$ cat config.mk
export PLATFORM = sky130hd
export DESIGN_NAME = thermistor_setpoint_to_dac_code
export DESIGN_NICKNAME = d
export VERILOG_FILES = /design/src/hw/rtl/thsp_pkg.sv /design/src/hw/rtl/thsp_seg.sv /design/src/hw/rtl/thsp_interp.sv /design/src/hw/rtl/thsp_scale.sv /design/src/hw/rtl/thermistor_setpoint_to_dac_code.sv
export SDC_FILE = /design/constraint.sdc
export NUM_CORES = 1
export LEC_CHECK = 0
export ABC_AREA = 1
export BUFFER_PORTS_ARGS = -buffer_cell sky130_fd_sc_hd__buf_2
export CAP_MARGIN = 5
export CORE_ASPECT_RATIO = 1.4
export CORE_UTILIZATION = 55
export CTS_BUF_LIST = sky130_fd_sc_hd__clkbuf_4
export CTS_CLUSTER_DIAMETER = 80
export DETAILED_ROUTE_END_ITERATION = 16
export GPL_ROUTABILITY_DRIVEN = 0
export PLACE_DENSITY = 0.79
export SLEW_MARGIN = 20
export SYNTH_ARGS = -nofsm -noshare
export SYNTH_HDL_FRONTEND = slang
export SYNTH_SLANG_ARGS = --single-unit
$ cat constraint.sdc
create_clock -name i_clk -period 10.57 [get_ports i_clk]
set_input_delay 0 -clock i_clk [delete_from_list [all_inputs] [get_ports i_clk]]
set_output_delay 0 -clock i_clk [all_outputs]
set_load 0.1 [all_outputs]
$ cat src/hw/rtl/thsp_pkg.sv
// Package with the segment tables, scaling constants and shared types of the setpoint converter.
`default_nettype none

package thsp_pkg;

    localparam int unsigned SegCount = 9;
    localparam int unsigned SegIdxW = 4;
    localparam int unsigned CentiW = 13;
    localparam int unsigned SlopeW = 10;
    localparam int unsigned OffsW = 22;
    localparam int unsigned NumW = 24;
    localparam int unsigned ScaledW = 26;
    localparam int unsigned RecipW = 27;
    localparam int unsigned QuotW = 14;
    localparam int unsigned CodeW = 12;

    localparam logic signed [15:0] CentiLow = 16'sd1000;
    localparam logic signed [15:0] CentiHigh = 16'sd5000;
    localparam logic [CentiW-1:0] SegFirst = 13'd1000;
    localparam logic [CentiW-1:0] SegStep = 13'd500;

    localparam logic [8:0] CodeMul = 9'd273;
    localparam int unsigned CodeShift = 5;
    localparam int unsigned RecipShift = 39;
    localparam logic [RecipW-1:0] RecipM =
        RecipW'(((64'd1 << RecipShift) + 64'd6874) / 64'd6875);
    localparam logic [CodeW-1:0] CodeMax = 12'd4095;

    typedef logic [SegIdxW-1:0] t_seg_idx;

    typedef logic [SlopeW-1:0] t_slope_tab [SegCount];
    typedef logic [OffsW-1:0] t_offs_tab [SegCount];

    localparam t_slope_tab SegSlope = '{
        10'd841, 10'd645, 10'd499, 10'd389, 10'd305,
        10'd241, 10'd191, 10'd153, 10'd123
    };

    localparam t_offs_tab SegOffs100 = '{
        22'd2834300, 22'd2540900, 22'd2248500, 22'd1972500, 22'd1721700,
        22'd1496300, 22'd1298700, 22'd1125900, 22'd975900
    };

    typedef struct packed {
        logic en3;
        logic en4;
    } t_scale_ctl;

endpackage

`default_nettype wire

$ cat src/hw/rtl/thsp_seg.sv
// First stage: clamps the setpoint and finds its 5-degree segment.
`default_nettype none

module thsp_seg
    import thsp_pkg::*;
(
    input  wire logic              i_clk,
    input  wire logic              i_en,
    input  wire logic signed [15:0] i_temp_centi,
    output logic [CentiW-1:0]      o_centi,
    output t_seg_idx               o_seg
);

    logic [CentiW-1:0] n_centi;
    t_seg_idx          n_seg;
    logic [CentiW-1:0] r_centi;
    t_seg_idx          r_seg;

    always_comb begin
        if (i_temp_centi < CentiLow) begin
            n_centi = CentiW'(CentiLow);
        end else if (i_temp_centi > CentiHigh) begin
            n_centi = CentiW'(CentiHigh);
        end else begin
            n_centi = i_temp_centi[CentiW-1:0];
        end
        n_seg = '0;
        for (int j = 1; j < SegCount; j++) begin
            if (n_centi >= SegFirst + CentiW'(j) * SegStep) begin
                n_seg = n_seg + 1'b1;
            end
        end
    end

    always_ff @(posedge i_clk) begin
        if (i_en) begin
            r_centi <= n_centi;
            r_seg <= n_seg;
        end
    end

    assign o_centi = r_centi;
    assign o_seg = r_seg;

endmodule

`default_nettype wire

$ cat src/hw/rtl/thsp_interp.sv
// Second stage: looks up slope and intercept and forms 100 times the resistance.
`default_nettype none

module thsp_interp
    import thsp_pkg::*;
(
    input  wire logic              i_clk,
    input  wire logic              i_en,
    input  wire logic [CentiW-1:0] i_centi,
    input  wire t_seg_idx          i_seg,
    output logic signed [NumW-1:0] o_num
);

    logic [SlopeW-1:0]        slope;
    logic [OffsW-1:0]         offs;
    logic [SlopeW+CentiW-1:0] prod;
    logic signed [NumW-1:0]   n_num;
    logic signed [NumW-1:0]   r_num;

    always_comb begin
        if (i_seg < SegIdxW'(SegCount)) begin
            slope = SegSlope[i_seg];
            offs = SegOffs100[i_seg];
        end else begin
            slope = SegSlope[SegCount-1];
            offs = SegOffs100[SegCount-1];
        end
        prod = slope * i_centi;
        n_num = signed'(NumW'(offs)) - signed'(NumW'(prod));
    end

    always_ff @(posedge i_clk) begin
        if (i_en) begin
            r_num <= n_num;
        end
    end

    assign o_num = r_num;

endmodule

`default_nettype wire

$ cat src/hw/rtl/thsp_scale.sv
// Third and fourth stages: scales the resistance to a DAC code by reciprocal multiplication.
`default_nettype none

module thsp_scale
    import thsp_pkg::*;
(
    input  wire logic                i_clk,
    input  wire t_scale_ctl          i_ctl,
    input  wire logic signed [NumW-1:0] i_num,
    output logic [CodeW-1:0]         o_dac_code
);

    logic [OffsW+8:0]          wide;
    logic [ScaledW-1:0]        r_scaled;
    logic                      r_pos;
    logic [ScaledW+RecipW-1:0] quot_prod;
    logic [QuotW-1:0]          quot;
    logic [CodeW-1:0]          n_code;
    logic [CodeW-1:0]          r_code;

    always_comb begin
        wide = i_num[OffsW-1:0] * CodeMul;
    end

    always_ff @(posedge i_clk) begin
        if (i_ctl.en3) begin
            r_scaled <= ScaledW'(wide >> CodeShift);
            r_pos <= (i_num > 0);
        end
    end

    always_comb begin
        quot_prod = r_scaled * RecipM;
        quot = quot_prod[RecipShift +: QuotW];
        if (!r_pos) begin
            n_code = '0;
        end else if (quot > QuotW'(CodeMax)) begin
            n_code = CodeMax;
        end else begin
            n_code = quot[CodeW-1:0];
        end
    end

    always_ff @(posedge i_clk) begin
        if (i_ctl.en4) begin
            r_code <= n_code;
        end
    end

    assign o_dac_code = r_code;

endmodule

`default_nettype wire

$ cat src/hw/rtl/thermistor_setpoint_to_dac_code.sv
// Top level of the thermistor setpoint to DAC code converter.
// Each item is a setpoint in hundredths of a degree, clamped to 10.00 to 50.00 degrees,
// and gives one 12-bit DAC code. The converter is a four-stage pipeline (clamp and
// segment, interpolation multiply, code scaling multiply, reciprocal multiply), and
// one item is taken every cycle unless a stall at the output has backed up to the
// first stage. A stall at the output holds each stage whose item cannot move on,
// while items behind it close up into empty stages.
`default_nettype none

module thermistor_setpoint_to_dac_code
    import thsp_pkg::*;
(
    input  wire logic              i_clk,
    input  wire logic              i_rst_n,
    input  wire logic              i_valid,
    output logic                   o_ready,
    input  wire logic signed [15:0] i_temp_centi,
    output logic                   o_valid,
    input  wire logic              i_ready,
    output logic [11:0]            o_dac_code
);

    logic r_v1;
    logic r_v2;
    logic r_v3;
    logic r_v4;
    logic en1;
    logic en2;
    logic en3;
    logic en4;

    logic [CentiW-1:0]      centi;
    t_seg_idx               seg;
    logic signed [NumW-1:0] num;
    t_scale_ctl             scale_ctl;

    assign en4 = !r_v4 || i_ready;
    assign en3 = !r_v3 || en4;
    assign en2 = !r_v2 || en3;
    assign en1 = !r_v1 || en2;

    always_ff @(posedge i_clk) begin
        if (!i_rst_n) begin
            r_v1 <= 1'b0;
            r_v2 <= 1'b0;
            r_v3 <= 1'b0;
            r_v4 <= 1'b0;
        end else begin
            if (en1) begin
                r_v1 <= i_valid;
            end
            if (en2) begin
                r_v2 <= r_v1;
            end
            if (en3) begin
                r_v3 <= r_v2;
            end
            if (en4) begin
                r_v4 <= r_v3;
            end
        end
    end

    assign scale_ctl.en3 = en3;
    assign scale_ctl.en4 = en4;

    thsp_seg u_seg (
        .i_clk        (i_clk),
        .i_en         (en1),
        .i_temp_centi (i_temp_centi),
        .o_centi      (centi),
        .o_seg        (seg)
    );

    thsp_interp u_interp (
        .i_clk   (i_clk),
        .i_en    (en2),
        .i_centi (centi),
        .i_seg   (seg),
        .o_num   (num)
    );

    thsp_scale u_scale (
        .i_clk      (i_clk),
        .i_ctl      (scale_ctl),
        .i_num      (num),
        .o_dac_code (o_dac_code)
    );

    assign o_ready = en1;
    assign o_valid = r_v4;

endmodule

`default_nettype wire

==> results of run 1 <==
[final timing paths]
kind / to / slack [ns] / cells after the start
setup / recovery: u_interp.o_num[23] / 3.29 / 27
hold reg to reg: r_v3 / 0.47 / 2
setup reg to reg: u_interp.o_num[23] / 3.29 / 27
hold / removal: u_seg.o_centi[2] / 0.06 / 4
[registers in the layout, indices dropped and copies added (netlist names)]
| name | flops |
|---|---|
| u_seg.o_centi | 13 |
| u_scale.o_dac_code | 12 |
| u_scale.r_scaled | 26 |
| r_v3 | 1 |
| u_seg.o_seg | 4 |
| u_scale.r_pos | 1 |
| r_v2 | 1 |
| u_interp.o_num | 24 |
| r_v1 | 1 |
| o_valid | 1 |
[what timing repair did]
| item | CTS | global route |
|---|---|---|
| hold buffers | 16 | 0 |
| setup buffers | 0 | 0 |
| setup endpoints to repair | 0 | 0 |
| endpoints found under the hold margin | 15 | 0 |
[cell type report]
cell class / instances / area share [%]
sequential: 84 / 11.62
multi-input combinational: 1615 / 72.58
timing repair buffer: 51 / 1.594
clock buffer: 9 / 0.3164
inverter: 616 / 10.83
tap: 467 / 2.736
clock inverter: 7 / 0.3105
antenna: 1 / 0.01172
[critical path: cells and delay by family, from the launching register on]
| family | cells | cell delay (ns) |
|---|---|---|
| fa+ha+maj | 7 | 3.17 |
| simple gates | 10 | 1.91 |
| compound gates | 4 | 0.81 |
| buf+inv | 5 | 0.54 |
| flops | 1 | 0.49 |
| xor+xnor | 1 | 0.09 |
[Yosys cell counts, types with 14 or more instances]
| master | instances | area share (%) |
|---|---|---|
| inv_1 | 604 | 11 |
| ha_1 | 436 | 27 |
| nand2_1 | 293 | 5.4 |
| fa_1 | 275 | 27 |
| nor2_1 | 165 | 3.0 |
| a21oi_1 | 117 | 2.9 |
| edfxtp_1 | 80 | 12 |
| o21ai_0 | 60 | 1.5 |
| nand3_1 | 57 | 1.4 |
| xor2_1 | 47 | 2.0 |
| a31oi_1 | 16 | 0.49 |
| nand4_1 | 14 | 0.43 |
| nor3_1 | 14 | 0.34 |
| xnor2_1 | 14 | 0.60 |
[metrics by stage]
step                std cells  utilization (%)  area (um2)  worst slack (ns)
floorplan                2327                -       20350             4.539
global placement         2817            57.61       21060             3.630
detailed placement       2817            57.61       21060             3.483
CTS                      2849            58.42       21350             3.438
global route             2850            58.42       21360             3.017
finish                   2850            58.42       21360             3.293
[kinds of logic after synthesis]
| kind of cell | Yosys count | share of synthesized area [%] |
|---|---|---|
| AND/OR/NAND/NOR | 599 | 12.88 |
| adder cells (fa/ha/maj) | 711 | 53.86 |
| AO/OA/AOI/OAI | 244 | 6.807 |
| flip-flops | 84 | 12.20 |
| XOR/XNOR | 61 | 2.626 |
| buffers and inverters | 628 | 11.62 |
[routing by layer]
| layer | vias up | wire length [um] | global-route usage [%] |
|---|---|---|---|
| met5 | - | 0 | 0 |
| met4 | 0 | 4891 | 23.17 |
| met3 | 290 | 2307 | 4.165 |
| met2 | 670 | 26700 | 52.52 |
| met1 | 7601 | 16630 | 26.45 |
| li1 | 7430 | - | - |
==> flow_summary.yaml, run 1 <==
timing:
  setup_viol: 0
  rsz0062_at_grt: "false"
  tightest_slew_ns: 1.105
  final.setup.tns_ns: 0
  hold_ws_ns: 0.05993
  drv_slew: 0
  hold_viol: 0
  fin_crit_sh_pct: 68.85
  clock_skew_ns: 0.03751
  slew-limit-headroom_pct: 26.36
  fin_crit_ns: 7.277
  max_freq_mhz: 137.4
clock_network:
  clk_path_buf_depth: 2
  clock-sinks: 84
  cts_tree: "built"
  clk_latency_ns: 0.54
  post_cts_resized: 0
  root_buffer: "clkbuf_4"
  htreeDepth: 3
  path_clk_slew_ns: 0.16
  cts_inserted_buffers: 9
yosys:
  synth_area_um2: 20350
  synth_ff_type: "edfxtp_1"
  synth_area_per_cell_um2: 8.744
  async_flop_share_pct: 0
  seq_area_frac_synth_pct: 12.20
  synth-edff-count: 80
  synth_cell_type_count: 49
  ys_warn_count: 0
  syn_nets: 3058
  ys_seq_elements: 84
  synthCells: 2327
finish:
  final_cell_mix: "inv_1 (604), ha_1 (436), nand2_1 (293)"
  nets: 3108
  drive_gt1_share_pct: 4.492
  seq_area_um2: 2482
  fillers: 3027
  multi_input_area_um2: 15500
  syn_to_final_growth_pct: 4.956
  layout_commonest_cell: "inv_1"
global_routing:
  grt_max_degree: 29
  grt_pass1_vias: 17410
  overflow: 0
  antenna_found_initial: 1
  gr-usage-all-layers_pct: 28.16
  grt_pass1_wl_mm: 81.88
floorplan:
  die_h_um: 229.6
  io_pins: 34
  initial_core_util_pct: 55.66
  coreArea_um2: 36560
  placementRows: 83
  die-area_um2: 37780
  fp.dieW_um: 164.6
worst_setup_path:
  cpMaxStageDelayCell: "nor2_1"
  cp_data_arrival_time_ns: 7.55
  critPathLaunch: "u_seg.o_seg[0]"
  cp.required_ns: 10.84
  r2r_start: "u_seg.o_seg[0]"
  path_class: "flip-flop to flip-flop"
  worstSetupEndpointType: "flip-flop"
  critPathMaxFanout: 12
  startpoint_type: "flip-flop"
  max_stage_delay_ns: 0.73
run_status:
  status: "finished clean"
min_path:
  worstHoldPathType: "input pin to flip-flop"
  min_from: "i_temp_centi[15]"
route:
  drc: 0
  initialDrtViolationCount: 1000
  drtAntennaViolNets: 0
  drtPass1Iterations: 6
  vias_per_cell: 5.611
  wirelength_mm: 50.53
  num_vias: 15991
  routedWlPerCell_um: 17.73
flow_run:
  maxCapViolations: 0
placed_design:
  place_hpwl_mm: 43.51
  portBuffers: 33
Power of run 1 is not shown: default switching activity piles up to over one toggle a cycle in this logic, so the estimate is an artifact.
==> inputs of run 2 (changes only) <==
ABC_AREA = 0   (was 1)
clock period = 7.35 ns   (was 10.57 ns; I/O delays follow)
==> run 2 against run 1 <==
  * Clock skew up 0.0023 ns
  * Cell area down 3.6%
  * Critical path depth down 6
  * Non-clock buffer count up 13
  * Critical endpoint unchanged
  * Final cell count down 12%
==> flow_summary.yaml, run 2 <==
run_status:
  status: "finished clean"
floorplan:
  placementRows: 81
  initial_core_util_pct: 56.03
  fp.dieW_um: 161.5
  die_h_um: 225.3
  coreArea_um2: 34960
  io_pins: 34
  die-area_um2: 36390
finish:
  final_area_um2: 20590
  drive_gt1_share_pct: 4.291
  top_register: "u_scale.r_scaled"
  final_cells: 2508
  final_cell_mix: "inv_1 (481), ha_1 (436), fa_1 (275)"
  nets: 2777
  seq_area_um2: 2482
  fillers: 2892
  syn_to_final_growth_pct: 5.103
  multi_input_area_um2: 15120
  layout_commonest_cell: "inv_1"
  largest_reg_flops: 26
route:
  initialDrtViolationCount: 741
  drtPass1Iterations: 5
  drtAntennaViolNets: 0
  vias_per_cell: 5.620
  wirelength_mm: 44.74
  num_vias: 14095
  drc: 0
  routedWlPerCell_um: 17.84
clock_network:
  clk_path_buf_depth: 2
  cts_inserted_buffers: 9
  root_buffer: "clkbuf_4"
  cts_tree: "built"
  path_clk_slew_ns: 0.17
  post_cts_resized: 0
  clk_latency_ns: 0.52
  htreeDepth: 3
  clock-sinks: 84
worst_setup_path:
  critPathMaxFanout: 12
  cp.required_ns: 7.62
  r2r_slack_ns: 0.42
  startpoint_type: "flip-flop"
  reg2reg_to: "u_interp.o_num[23]"
  worstSetupEndpointType: "flip-flop"
  r2r_start: "u_seg.o_seg[1]"
  cp_data_arrival_time_ns: 7.20
  r2r_cells: 21
  path_class: "flip-flop to flip-flop"
yosys:
  synth_top_family_by_area: "adder cells"
  async_flop_share_pct: 0
  synth_common_cells: "inv_1 (481), ha_1 (436), fa_1 (275)"
  synth_xor_area_share_pct: 3.072
  yosys.area_share.simple_pct: 9.542
  ys_seq_elements: 84
  synth.most_common_cell: "inv_1"
  synth.area.top_cells: "fa_1 (28%), ha_1 (28%), edfxtp_1 (12%), inv_1 (9.2%), nand2_1 (2.4%)"
  synth-edff-count: 80
  seq_area_frac_synth_pct: 12.67
  ys_warn_count: 0
  synth-compound-area-share_pct: 8.169
  syn_nets: 2734
  synth.largest_area_cell: "fa_1"
  yosys.area.top_type_share_pct: 28.10
  synth_ff_type: "edfxtp_1"
  synth_adder_area_share_pct: 55.95
  synthCells: 2003
  synth_area_per_cell_um2: 9.780
  synth_area_um2: 19590
  synth_cell_type_count: 75
  synthMuxAreaShare_pct: 0.4151
placed_design:
  portBuffers: 33
  place_area_um2: 20240
  place_hpwl_mm: 39.06
  dp_cells: 2473
min_path:
  min_from: "i_temp_centi[15]"
  worstHoldPathType: "input pin to flip-flop"
  min_to: "u_seg.o_centi[12]"
  min_path_cells: 2
timing:
  slew-limit-headroom_pct: 38.46
  final.setup.tns_ns: 0
  hold_ws_ns: 0.09120
  setup_viol: 0
  fin_crit_sh_pct: 94.35
  rsz0062_at_grt: "false"
  drv_slew: 0
  fin_crit_ns: 6.935
  clock_skew_ns: 0.03976
  max_freq_mhz: 144.2
  hold_viol: 0
  tightest_slew_ns: 0.9221
global_routing:
  grt_pass1_wl_mm: 74.03
  grt_max_degree: 28
  antenna_found_initial: 1
  grt_pass1_vias: 15606
  overflow: 0
  gr-usage-all-layers_pct: 26.04
flow_run:
  maxCapViolations: 0
## run 2: changes by cell type after synthesis, moves of 13 or more
cell | before | now
nand2_1 | 293 | 125
inv_1 | 604 | 481
nor2_1 | 165 | 65
a21oi_1 | 117 | 74
nor2b_1 | 0 | 36
xnor2_1 | 14 | 47
nand3_1 | 57 | 27
xor2_1 | 47 | 18
a21o_1 | 5 | 27
and2_1 | 1 | 23
nand2b_1 | 0 | 14
and3_1 | 2 | 15
## run 2: repair_timing
item	CTS	global route
setup endpoints to repair	0	0
buffers inserted	0	0
hold buffers	18	0
endpoints found under the hold margin	16	0
## run 2: routing by layer
layer	wire length, um	part of all wire [%]	up-vias	track usage, %
met5	0	0	-	0
met4	2839	6.3	0	15.52
met3	1506	3.4	159	2.595
met2	24870	56	400	51.63
met1	15520	35	6933	25.65
li1	-	-	6603	-
## run 2: worst max path at each step
stage                                       end            startpoint  slack (ns)
after floorplan              u_interp.o_num[23]        u_seg.o_seg[1]        1.04
after global placement    u_scale.o_dac_code[9]  u_scale.r_scaled[25]        0.56
after detailed placement  u_scale.o_dac_code[9]  u_scale.r_scaled[13]        0.48
after CTS                 u_scale.o_dac_code[8]  u_scale.r_scaled[24]        0.45
after global routing         u_interp.o_num[23]        u_seg.o_seg[1]        0.04
final                        u_interp.o_num[23]        u_seg.o_seg[1]        0.42
## run 2: cells by family after synthesis
group	Yosys count
AND/OR/NAND/NOR	377
multiplexers	7
AO/OA/AOI/OAI	243
adder cells (fa/ha/maj)	711
XOR/XNOR	67
flip-flops	84
buffers and inverters	514
## run 2: area by class of cell
class,instances,area share (%)
diodes,1,0.01215
clock buffers,9,0.3281
clock inverters,7,0.4801
inverters,482,8.787
multi-input cells,1405,73.41
flip-flops and latches,84,12.06
well taps,456,2.771
repair buffers,64,2.151
## run 2: per-stage QoR
step / setup slack [ns] / util [%]
finish: 0.4150 / 58.89
global route: 0.04497 / 58.89
CTS: 0.4487 / 58.87
detailed placement: 0.4815 / 57.88
global placement: 0.5637 / 57.88
floorplan: 1.038 / -
## run 2: critical path: stages, from the launching register on
cell and delay (ns):
edfxtp_1 0.54, inv_1 0.20, ha_1 0.34, nand2_1 0.16, nand2_1 0.31, nand2_1 0.14
fa_1 0.55, inv_1 0.06, fa_1 0.41, fa_1 0.54, fa_1 0.45, fa_1 0.54
inv_1 0.04, ha_1 0.23, or3_1 0.38, o221a_2 0.27, o21ai_0 0.32, o21ai_0 0.29
a31o_2 0.32, a211oi_1 0.32, a21oi_1 0.13, xnor2_1 0.14
Power of run 2 is left out for the same reason.
